==> src/design/ffpa_pkg.sv <==
// Shared types, codes and defaults of the first-fit page allocator.
package ffpa_pkg;

  // Default pool geometry
  localparam int NUM_PAGES_DEF  = 1024;
  localparam int PAGE_BYTES_DEF = 4096;

  // Transaction field widths
  localparam int KIND_W  = 2;
  localparam int BYTES_W = 32;
  localparam int IDX_W   = 10;
  localparam int STAT_W  = 2;
  localparam int MARK_W  = 2;

  // Byte accumulator: pool size in bytes, and request plus one page, both fit
  localparam int ACC_W = 33;

  // Request kinds
  localparam logic [KIND_W-1:0] KIND_ALLOC = 2'd0;
  localparam logic [KIND_W-1:0] KIND_FREE  = 2'd1;
  localparam logic [KIND_W-1:0] KIND_QUERY = 2'd2;

  // Result status codes
  localparam logic [STAT_W-1:0] ST_OK        = 2'd0;
  localparam logic [STAT_W-1:0] ST_NO_SPACE  = 2'd1;
  localparam logic [STAT_W-1:0] ST_NOT_FOUND = 2'd2;
  localparam logic [STAT_W-1:0] ST_ZERO_SIZE = 2'd3;

  // Page marks
  localparam logic [MARK_W-1:0] MARK_FREE = 2'd0;
  localparam logic [MARK_W-1:0] MARK_OCC  = 2'd1;
  localparam logic [MARK_W-1:0] MARK_HDR  = 2'd2;

  // Commands to the page walker
  typedef enum logic [1:0] {
    WOP_HOLD,
    WOP_LOAD,
    WOP_SCAN,
    WOP_STEP
  } walk_op_e;

  // Walker status toward the sequencer
  typedef struct packed {
    logic hit_free;   // free run long enough ends at the evaluated page
    logic hit_hdr;    // evaluated page is a header
    logic eval_vld;   // a read result is being evaluated
    logic eval_last;  // evaluated page is the last page of the pool
    logic addr_last;  // walker address sits on the last page
  } walk_sts_t;

  // Memory strobes from the sequencer
  typedef struct packed {
    logic mark_we;
    logic mark_re;
    logic rec_we;
    logic rec_re;
  } mem_ctl_t;

endpackage

==> src/design/ffpa_walk.sv <==
// Page walker: shared address counter, free-run length and byte compare.
module ffpa_walk #(
  parameter int NUM_PAGES  = ffpa_pkg::NUM_PAGES_DEF,
  parameter int PAGE_BYTES = ffpa_pkg::PAGE_BYTES_DEF
) (
  input  logic                               clk_i,
  input  logic                               rst_ni,
  input  ffpa_pkg::walk_op_e                 op_i,
  input  logic [$clog2(NUM_PAGES)-1:0]       load_addr_i,
  input  logic [ffpa_pkg::ACC_W-1:0]         need_i,
  input  logic [ffpa_pkg::MARK_W-1:0]        mark_i,
  output logic                               issue_o,
  output logic [$clog2(NUM_PAGES)-1:0]       addr_o,
  output logic [$clog2(NUM_PAGES)-1:0]       eval_addr_o,
  output logic [$clog2(NUM_PAGES+1)-1:0]     run_o,
  output ffpa_pkg::walk_sts_t                sts_o
);
  import ffpa_pkg::*;

  localparam int PW = $clog2(NUM_PAGES);
  localparam int RW = $clog2(NUM_PAGES + 1);
  localparam logic [PW-1:0] LastPage = PW'(NUM_PAGES - 1);

  logic [PW-1:0]    addr_q;
  logic             done_q;
  logic             ev_vld_q;
  logic [PW-1:0]    ev_addr_q;
  logic [RW-1:0]    run_q;
  logic [ACC_W-1:0] acc_q;

  logic             addr_last;
  logic             mark_free;
  logic [ACC_W-1:0] acc_inc;

  // Evaluation of the page whose mark is at the memory output
  assign addr_last = (addr_q == LastPage);
  assign issue_o   = (op_i == WOP_SCAN) && !done_q;
  assign mark_free = (mark_i == MARK_FREE);
  assign acc_inc   = acc_q + ACC_W'(PAGE_BYTES);

  assign sts_o.hit_free  = ev_vld_q && mark_free && (acc_inc >= need_i);
  assign sts_o.hit_hdr   = ev_vld_q && (mark_i == MARK_HDR);
  assign sts_o.eval_vld  = ev_vld_q;
  assign sts_o.eval_last = (ev_addr_q == LastPage);
  assign sts_o.addr_last = addr_last;

  assign addr_o      = addr_q;
  assign eval_addr_o = ev_addr_q;
  assign run_o       = run_q;

  // Counter, read pipeline and run accumulator
  always_ff @(posedge clk_i or negedge rst_ni) begin
    if (!rst_ni) begin
      addr_q    <= '0;
      done_q    <= 1'b0;
      ev_vld_q  <= 1'b0;
      ev_addr_q <= '0;
      run_q     <= '0;
      acc_q     <= '0;
    end else begin
      unique case (op_i)
        WOP_LOAD: begin
          addr_q   <= load_addr_i;
          done_q   <= 1'b0;
          ev_vld_q <= 1'b0;
          run_q    <= '0;
          acc_q    <= '0;
        end
        WOP_SCAN: begin
          ev_vld_q <= issue_o;
          if (issue_o) begin
            ev_addr_q <= addr_q;
            if (addr_last) begin
              done_q <= 1'b1;
            end else begin
              addr_q <= addr_q + PW'(1);
            end
          end
          if (ev_vld_q) begin
            if (mark_free) begin
              run_q <= run_q + RW'(1);
              acc_q <= acc_inc;
            end else begin
              run_q <= '0;
              acc_q <= '0;
            end
          end
        end
        WOP_STEP: begin
          ev_vld_q <= 1'b0;
          if (!addr_last) begin
            addr_q <= addr_q + PW'(1);
          end
        end
        WOP_HOLD: begin
          ev_vld_q <= 1'b0;
        end
      endcase
    end
  end

endmodule

==> config.mk <==
export PLATFORM = sky130hd
export DESIGN_NAME = ffpa_walk
export DESIGN_NICKNAME = d
export VERILOG_FILES = /design/src/design/ffpa_pkg.sv /design/src/design/ffpa_walk.sv
export SDC_FILE = /design/constraint.sdc
export NUM_CORES = 1
export LEC_CHECK = 0
export BUFFER_PORTS_ARGS = -buffer_cell sky130_fd_sc_hd__buf_2
export CORE_UTILIZATION = 49
export DETAILED_ROUTE_END_ITERATION = 12
export PLACE_DENSITY = 0.84
export SYNTH_ARGS = -nofsm -noshare
export SYNTH_HDL_FRONTEND = slang
export SYNTH_SLANG_ARGS = --single-unit
==> constraint.sdc <==
create_clock -name clk_i -period 2.6 [get_ports clk_i]
set_input_delay 0.39 -clock clk_i [delete_from_list [all_inputs] [get_ports clk_i]]
set_output_delay 0.39 -clock clk_i [all_outputs]
set_load 0.02 [all_outputs]
==> results of run 1 <==
==> final timing paths <==
| check | from | depth (start not counted) | endpoint |
|---|---|---|---|
| setup / recovery | acc_q[13] | 12 | sts_o[4] |
| hold / removal | rst_ni | 1 | eval_addr_o[3] |
| setup reg to reg | addr_o[0] | 7 | addr_o[7] |
| hold reg to reg | acc_q[32] | 1 | acc_q[32] |
| max in group asynchronous | rst_ni | 2 | addr_o[8] |
| min in group clk_i | load_addr_i[6] | 3 | addr_o[6] |
==> stage by stage <==
stage	instance area [um2]	cells	hold slack (ns)	power, mW
2_1_floorplan	3670	409	0.0944	1.40
3_3_place_gp	4480	620	0.472	1.59
3_5_place_dp	4480	620	0.479	1.62
4_1_cts	4690	631	0.133	2.23
5_1_grt	4780	636	0.167	2.33
6_report	4780	636	0.121	2.22
==> logic make-up after synthesis <==
family	share of synthesized area [%]
and+or+nand+nor	19.2
AOI/OAI and AO/OA	18.6
DFF	37.4
buffers and inverters	6.23
adders and majority gates	8.31
xor gates and xnor gates	5.09
muxes	5.16
==> sequential cells by signal, summed over array words and instances (netlist names) <==
register     cells
acc_q           21
addr_o          10
done_q           1
ev_vld_q         1
eval_addr_o     10
run_o           11
==> power by group <==
part	internal, mW	switching (mW)	total [mW]
Clock	0.317	0.289	0.606
Sequential	0.934	0.124	1.06
Combinational	0.233	0.320	0.553
Total	1.48	0.734	2.22
==> routing by layer <==
layer	GRT usage [%]	part of all wire, %
met1	32.0	42
met2	45.0	52
met3	4.15	5.0
met4	7.60	0.88
met5	0	0
==> repair_timing <==
item                                    in CTS  in global routing
pin swaps                                   11                 22
setup buffers                                3                  5
hold endpoints to repair                     0                  0
endpoints found under the setup margin       1                  1
gates resized for setup                     11                 12
hold buffers                                 0                  0
==> layout make-up <==
type	count	area [um2]	share of cell area [%]
Clock buffer	6	82.6	1.73
Clock inverter	2	38.8	0.811
Inverter	34	133	2.77
Multi-Input combinational cell	304	2200	46.1
Sequential cell	54	1350	28.3
Tap cell	96	120	2.51
Timing Repair Buffer	140	852	17.8
==> placed cells by master (no fill, tap or decap), types with 10 or more instances in the layout <==
master   instances
buf_2           84
dfrtp_1         53
buf_4           53
o21ai_0         37
nand2_1         36
inv_1           33
nor2_1          23
ha_1            23
a21oi_1         18
nand3_1         16
mux2_2          13
nand4_1         12
xor2_1          10
==> flow_summary.yaml, run 1 <==
pwr:
  ir_drop_mv: 0.470
  power.leakage_nw: 2.52
  power_density_mw_per_mm2: 464
finish:
  drive_gt1_share_pct: 35.6
  syn_to_final_growth_pct: 32.3
  utilization_pct: 68.9
  antenna_cells: 0
  nFillCells: 532
  nets: 612
sta:
  tns_ns: -0.586
  fmax_mhz: 314
  setup_viol: 1
  finClkSkew_ns: 0.0182
  worstMarginPinSlew_ns: 0.735
  slew_violations: 0
  grt_setup_unrepaired: "true"
  max_slew_margin_pct: 51.0
  period_share_pct: 123
  min_period_ns: 3.19
  finalHoldViolations: 0
  finalWorstSetupSlack_ns: -0.586
global_route:
  grt-ovfl-total: 0
  grt_pass1_wl_mm: 15.6
  grt_antenna_before_repair: 0
  track_usage_pct: 25.5
  grt_pass1_vias: 3465
  grt_max_degree: 33
die:
  die_h_um: 87.9
  start_util_pct: 52.1
  dieArea_mm2: 0.00772
  rows: 30
  num_io_pins: 86
  fp.dieW_um: 87.9
  core_region_area_mm2: 0.00694
run_status:
  violations: "negative setup slack"
  status: "finished with violations"
place:
  io_buffers: 85
  preCtsSetupSlack_ns: -0.333
  gp_congestion: 0.832
  dp_hpwl_mm: 6.79
critical_path:
  path_cells: "ha_4 -> nand2_4 -> nor3_4 -> buf_6 -> nand3_4 -> xnor2_2 -> ha_1 -> and4_1 -> a221o_1 -> a31oi_4 -> o41ai_4 -> buf_4"
  path_class: "reg -> out"
  cp_slowest_cell: "dfrtp_2"
  slowest_delay_ns: 0.41
  crit_path_start_kind: "flip-flop"
  required_ns: 2.21
  critPathMaxFanout: 3
  cp.buffers_inverters: 2
  cpLargestDelayFamily: "compound AO/OA/AOI/OAI gates"
  critPathCaptureType: "primary output"
  r2r_slack_ns: 0.49
  worstPathArrival_ns: 2.80
hold_path:
  hold_path_class: "in -> async"
yosys:
  synth_async_sr_flop_share_pct: 100
  synthDistinctLibCells: 53
  synth.most_common_cell: "dfrtp_1"
  syn_inst: 409
  avgSynthCellArea_um2: 8.84
  yosys-top-cells-area: "dfrtp_1 37%, ha_1 8.3%, o21ai_0 5.3%, mux2_2 4.0%, nand2_1 4.0%"
  yosys_warnings: 0
  yosys.area.top_type_share_pct: 37.4
  ys_top_cells_by_count: "54 x dfrtp_1, 39 x nand2_1, 38 x o21ai_0"
  synth_ff_type: "dfrtp_1"
  ys_seq_area_share_pct: 37.4
  synth_top_area_cell: "dfrtp_1"
  syn_nets: 482
  synth-seq-cells: 54
  synth_edf_count: 0
  netlist_area_mm2: 0.00361
routing:
  drc: 0
  wire_per_inst_um: 15.0
  final_antenna_net_count: 0
  vias_per_cell: 5.63
  first_pass_iters: 4
  drtIter0Drc: 236
  routed_wl_mm: 9.51
  vias: 3582
clock_network:
  cts_max_level: 2
  cts_tree: "done"
  root_buffer: "clkbuf_8"
  clkSlewWorstSetupHoldPaths_ns: 0.10
  numCtsBuffers: 5
  insertion_delay_ns: 0.32
  clk_path_buf_depth: 2
  clock_sinks: 54
run:
  max_cap_viol_count: 0
Note: power is estimated with default switching activity, not from simulation.
==> run 2: changes to the inputs <==
--- a/config.mk
+++ b/config.mk
@@ -5,6 +5,7 @@
 export SDC_FILE = /design/constraint.sdc
 export NUM_CORES = 1
 export LEC_CHECK = 0
+export ABC_AREA = 1
 export BUFFER_PORTS_ARGS = -buffer_cell sky130_fd_sc_hd__buf_2
 export CORE_UTILIZATION = 49
 export DETAILED_ROUTE_END_ITERATION = 12
==> flow_summary.yaml, run 2 <==
run_status:
  violations: "negative hold slack, negative setup slack"
  status: "finished with violations"
finish:
  final_common_cell: "nand2_1"
  antenna_cells: 0
  final_area_mm2: 0.00514
  multi_input_area_mm2: 0.00210
  fin_cells: 793
  drive_gt1_share_pct: 34.6
  nets: 766
  largest_register_ffs: 21
  nFillCells: 574
  utilization_pct: 70.6
  regArea_mm2: 0.00135
  final_cell_mix: "137 x nand2_1, 87 x buf_4, 84 x buf_2"
  syn_to_final_growth_pct: 38.7
  max_flop_register: "acc_q"
sta:
  grt_setup_unrepaired: "true"
  finalHoldViolations: 1
  slew_violations: 0
  period_share_pct: 126
  min_period_ns: 3.29
  max_slew_margin_pct: 68.3
  worstMarginPinSlew_ns: 0.475
  hold_slack_ns: -0.000878
  finClkSkew_ns: 0.00675
  tns_ns: -1.30
  setup_viol: 2
  finalWorstSetupSlack_ns: -0.687
  fmax_mhz: 304
global_route:
  grt_util_met3_pct: 5.08
  grt_antenna_before_repair: 0
  grt_max_degree: 24
  use_met2_pct: 50.6
  grt_pass1_vias: 3962
  grt_pass1_wl_mm: 17.2
  grt_busiest_layer: "met2"
  grt-ovfl-total: 0
  track_usage_pct: 28.0
  use_met1_pct: 33.2
die:
  dieArea_mm2: 0.00792
  fp.dieW_um: 89.0
  die_h_um: 89.0
  num_io_pins: 86
  core_region_area_mm2: 0.00729
  start_util_pct: 50.9
  rows: 31
pwr:
  ir_drop_mv: 0.332
  power_switching_share_pct: 30.8
  total_power_mw: 1.90
  intPower_mw: 1.31
  power.share.sequential_pct: 49.9
  power.leakage_nw: 2.86
  power_density_mw_per_mm2: 369
  pwr-share-clk_pct: 30.7
  switchingPower_uw: 585
  combPwrFrac_pct: 19.4
clock_network:
  hold_buffers: 0
  clk_path_buf_depth: 2
  insertion_delay_ns: 0.31
  root_buffer: "clkbuf_8"
  cts_tree: "done"
  numCtsBuffers: 5
  clkSlewWorstSetupHoldPaths_ns: 0.10
  clock_sinks: 54
  cts_max_level: 2
critical_path:
  critPathMaxFanout: 5
  crit_path_start_kind: "flip-flop"
  worstPathArrival_ns: 2.90
  r2r_slack_ns: -0.61
  r2r_cells: 25
  path_class: "reg -> out"
  critPathCaptureType: "primary output"
  required_ns: 2.21
  reg2reg_to: "acc_q[32]"
  reg2reg_from: "acc_q[12]"
  endpoint: "sts_o[4]"
  cp-startpoint: "acc_q[12]"
place:
  dpl_cell_area_mm2: 0.00459
  dp_hpwl_mm: 7.19
  preCtsSetupSlack_ns: -0.402
  gp_congestion: 0.913
  io_buffers: 85
  dp.cells: 748
yosys:
  synth-seq-cells: 54
  ys_top_cells_by_count: "148 x nand2_1, 84 x inv_1, 54 x dfrtp_1"
  avgSynthCellArea_um2: 7.09
  synth.most_common_cell: "nand2_1"
  netlist_area_mm2: 0.00371
  syn_nets: 596
  yosys_warnings: 0
  syn_inst: 523
  synth_edf_count: 0
  synth_ff_type: "dfrtp_1"
  synthDistinctLibCells: 32
  synth_top_area_cell: "dfrtp_1"
  ys_seq_area_share_pct: 36.4
  yosys.area.top_type_share_pct: 36.4
  yosys-top-cells-area: "dfrtp_1 36%, nand2_1 15%, inv_1 8.5%, ha_1 8.1%, nand3_1 5.4%"
  synth_async_sr_flop_share_pct: 100
routing:
  drtIter0Drc: 176
  routed_wl_mm: 10.6
  final_antenna_net_count: 0
  vias: 4101
  vias_per_cell: 5.17
  first_pass_iters: 5
  wire_per_inst_um: 13.3
  drc: 0
run:
  max_cap_viol_count: 0
hold_path:
  hold_path_class: "in -> async"
-- run 2: cell types whose count changed after synthesis, moves of 12 or more --
| cell | change |
|---|---|
| inv_1 | +51 |
| a21oi_1 | -12 |
| nand2_1 | +109 |
| nor2_1 | +18 |
| nand3_1 | +21 |
| mux2_2 | -13 |
-- run 2: layout make-up --
cell class                 count  area share [%]
multi-input combinational    368            40.8
sequential                    54            26.3
timing repair buffer         175            21.7
inverter                      89            6.54
tap                           99            2.41
clock buffer                   5            1.34
clock inverter                 3           0.924
-- run 2: worst min-delay path by stage --
stage | to | slack (ns) | depth (start not counted)
floorplan | acc_q[12] | 0.09 | 0
global placement | addr_o[1] | 0.35 | 1
detailed placement | addr_o[1] | 0.35 | 1
CTS | addr_o[1] | 0.007 | 1
global route | addr_o[2] | 0.02 | 1
finish | addr_o[1] | -0.0009 | 1
-- run 2: kinds of logic after synthesis --
family | count (synthesis) | synth area share, %
XOR/XNOR | 13 | 3.07
flip-flops | 54 | 36.4
buffers and inverters | 101 | 11.0
AO/OA/AOI/OAI | 68 | 11.0
AND/OR/NAND/NOR | 263 | 30.4
adder cells (fa/ha/maj) | 24 | 8.09
-- run 2: power groups by stage --
stage,clock network [mW],logic [mW],registers (mW)
floorplan,0,0.159,1.01
global placement,0,0.343,0.958
detailed placement,0,0.356,0.961
CTS,0.590,0.364,0.945
global route,0.625,0.413,0.955
finish,0.583,0.368,0.948
-- run 2: layer usage --
layer | routed length, um | share of wire, %
met1 | 4380 | 41
met3 | 636 | 6.0
met2 | 5250 | 50
met4 | 314 | 3.0
met5 | 0 | 0
-- run 2: repair_timing --
item	in CTS	in global routing
gates resized for setup	33	12
buffers inserted	33	5
endpoints found under the setup margin	1	2
pin swaps	23	19
-- run 2: critical path, stage by stage, from the launching register on --
cell     delay, ns
dfrtp_1       0.38
ha_2          0.21
nand2_2       0.07
inv_2         0.10
nand2_2       0.09
nor2_4        0.19
nand2_1       0.09
o21ai_1       0.14
and2_1        0.16
ha_1          0.25
nand2_1       0.12
inv_1         0.06
nand2_1       0.07
nand2_1       0.07
a21oi_2       0.18
nand3_1       0.09
nor2_1        0.13
nor2_2        0.05
buf_6         0.12
==> run 3: changes to the inputs <==
--- a/config.mk
+++ b/config.mk
@@ -9,7 +9,8 @@
 export BUFFER_PORTS_ARGS = -buffer_cell sky130_fd_sc_hd__buf_2
 export CORE_UTILIZATION = 49
 export DETAILED_ROUTE_END_ITERATION = 12
-export PLACE_DENSITY = 0.84
+export HOLD_SLACK_MARGIN = 0.15
+export PLACE_DENSITY = 0.85
 export SYNTH_ARGS = -nofsm -noshare
 export SYNTH_HDL_FRONTEND = slang
 export SYNTH_SLANG_ARGS = --single-unit
==> flow_summary.yaml, run 3 (synthesis results as in run 2) <==
run_status:
  status: "finished with violations"
  violations: "negative setup slack"
critical_path:
  critPathCaptureType: "primary output"
  r2r_slack_ns: 0.26
  cp_slowest_cell: "dfrtp_1"
  critPathMaxFanout: 4
  worstPathArrival_ns: 2.87
  crit_path_start_kind: "flip-flop"
  cpMostUsedCell: "nand2_1"
  path_cells: "ha_2 -> nand2_2 -> inv_4 -> nand3_4 -> nor3_4 -> nand2_1 -> nand2_1 -> and2_1 -> ha_4 -> nand2_2 -> inv_1 -> nand2_1 -> nand2_1 -> a21oi_2 -> nand3_1 -> nor2_2 -> nor2_2 -> buf_6"
  required_ns: 2.21
  path_class: "reg -> out"
  slowest_delay_ns: 0.37
sta:
  worstMarginPinSlew_ns: 0.452
  min_period_ns: 3.26
  fmax_mhz: 307
  tns_ns: -0.658
  hold_slack_ns: 0.382
  slew_violations: 0
  finalHoldViolations: 0
  period_share_pct: 125
  max_slew_margin_pct: 69.8
  grt_setup_unrepaired: "true"
  setup_viol: 1
  finalWorstSetupSlack_ns: -0.658
  finClkSkew_ns: 0.00909
finish:
  utilization_pct: 68.3
  drive_gt1_share_pct: 31.7
  antenna_cells: 0
  largest_register_ffs: 21
  nFillCells: 598
  regArea_mm2: 0.00135
  multi_input_area_mm2: 0.00209
  final_common_cell: "nand2_1"
  syn_to_final_growth_pct: 34.3
  final_cell_mix: "141 x nand2_1, 84 x buf_2, 83 x inv_1"
  fin_cells: 770
  nets: 743
  final_area_mm2: 0.00498
  max_flop_register: "acc_q"
clock_network:
  clock_sinks: 54
  root_buffer: "clkbuf_8"
  cts_max_level: 2
  cts_tree: "done"
  clkSlewWorstSetupHoldPaths_ns: 0.10
  insertion_delay_ns: 0.31
  clk_path_buf_depth: 2
  numCtsBuffers: 5
routing:
  routed_wl_mm: 10.0
  final_antenna_net_count: 0
  first_pass_iters: 4
  wire_per_inst_um: 13.0
  drc: 0
  drtIter0Drc: 230
  vias: 3933
  vias_per_cell: 5.11
place:
  dp.cells: 747
  io_buffers: 85
  dp_hpwl_mm: 7.29
  gp_congestion: 0.897
  dpl_cell_area_mm2: 0.00459
  preCtsSetupSlack_ns: -0.366
die:
  num_io_pins: 86
  dieArea_mm2: 0.00792
  fp.dieW_um: 89.0
  start_util_pct: 50.9
  die_h_um: 89.0
  rows: 31
  core_region_area_mm2: 0.00729
hold_path:
  hold_path_class: "in -> reg"
global_route:
  track_usage_pct: 26.3
  grt_antenna_before_repair: 0
  grt-ovfl-total: 0
  grt_pass1_vias: 3808
  grt_max_degree: 55
  grt_pass1_wl_mm: 16.2
run:
  max_cap_viol_count: 0
pwr:
  ir_drop_mv: 0.355
  power.leakage_nw: 2.75
  total_power_mw: 1.90
  power_density_mw_per_mm2: 381
[run 3: path summary, 6_finish.rpt]
kind | startpoint | end | cells after the start
min in group asynchronous | rst_ni | addr_o[1] | 3
max in group asynchronous | rst_ni | acc_q[20] | 3
max | acc_q[13] | sts_o[4] | 18
min reg2reg | done_q | ev_vld_q | 1
max reg2reg | acc_q[13] | acc_q[32] | 16
min | load_addr_i[8] | addr_o[8] | 5
[run 3: area by class of cell]
class	instances	area share, %
multi-input cells	368	42.0
flip-flops and latches	54	27.1
inverters	89	6.81
repair buffers	152	19.2
well taps	99	2.49
clock buffers	5	1.38
clock inverters	3	0.954
[run 3: worst max-delay path: cells and delay by family, from the launching register on]
family | cells | cell delay (ns)
and+or+nand+nor | 12 | 1.32
adders and majority gates | 2 | 0.42
DFF | 1 | 0.37
buffers and inverters | 3 | 0.27
AOI/OAI and AO/OA | 1 | 0.17
[run 3: routing by layer]
layer	wire length [um]	share of wire, %	global-route usage (%)	vias to the layer above
met5	0	0	0	-
li1	-	-	-	1959
met4	182	1.8	9.24	0
met2	5200	52	48.7	121
met1	4120	41	30.7	1831
met3	499	5.0	4.34	22
[run 3: report_power, final]
group | internal, mW | switching, mW
clock network | 0.294 | 0.294
logic | 0.133 | 0.232
registers | 0.889 | 0.0584
total | 1.32 | 0.584
[run 3: repair_timing]
item                       CTS  global route
hold buffers                 1             0
hold endpoints to repair    54             0
setup buffers               19             3
pin swaps                   13            12
setup endpoints to repair    1             2
resized for setup           19            22
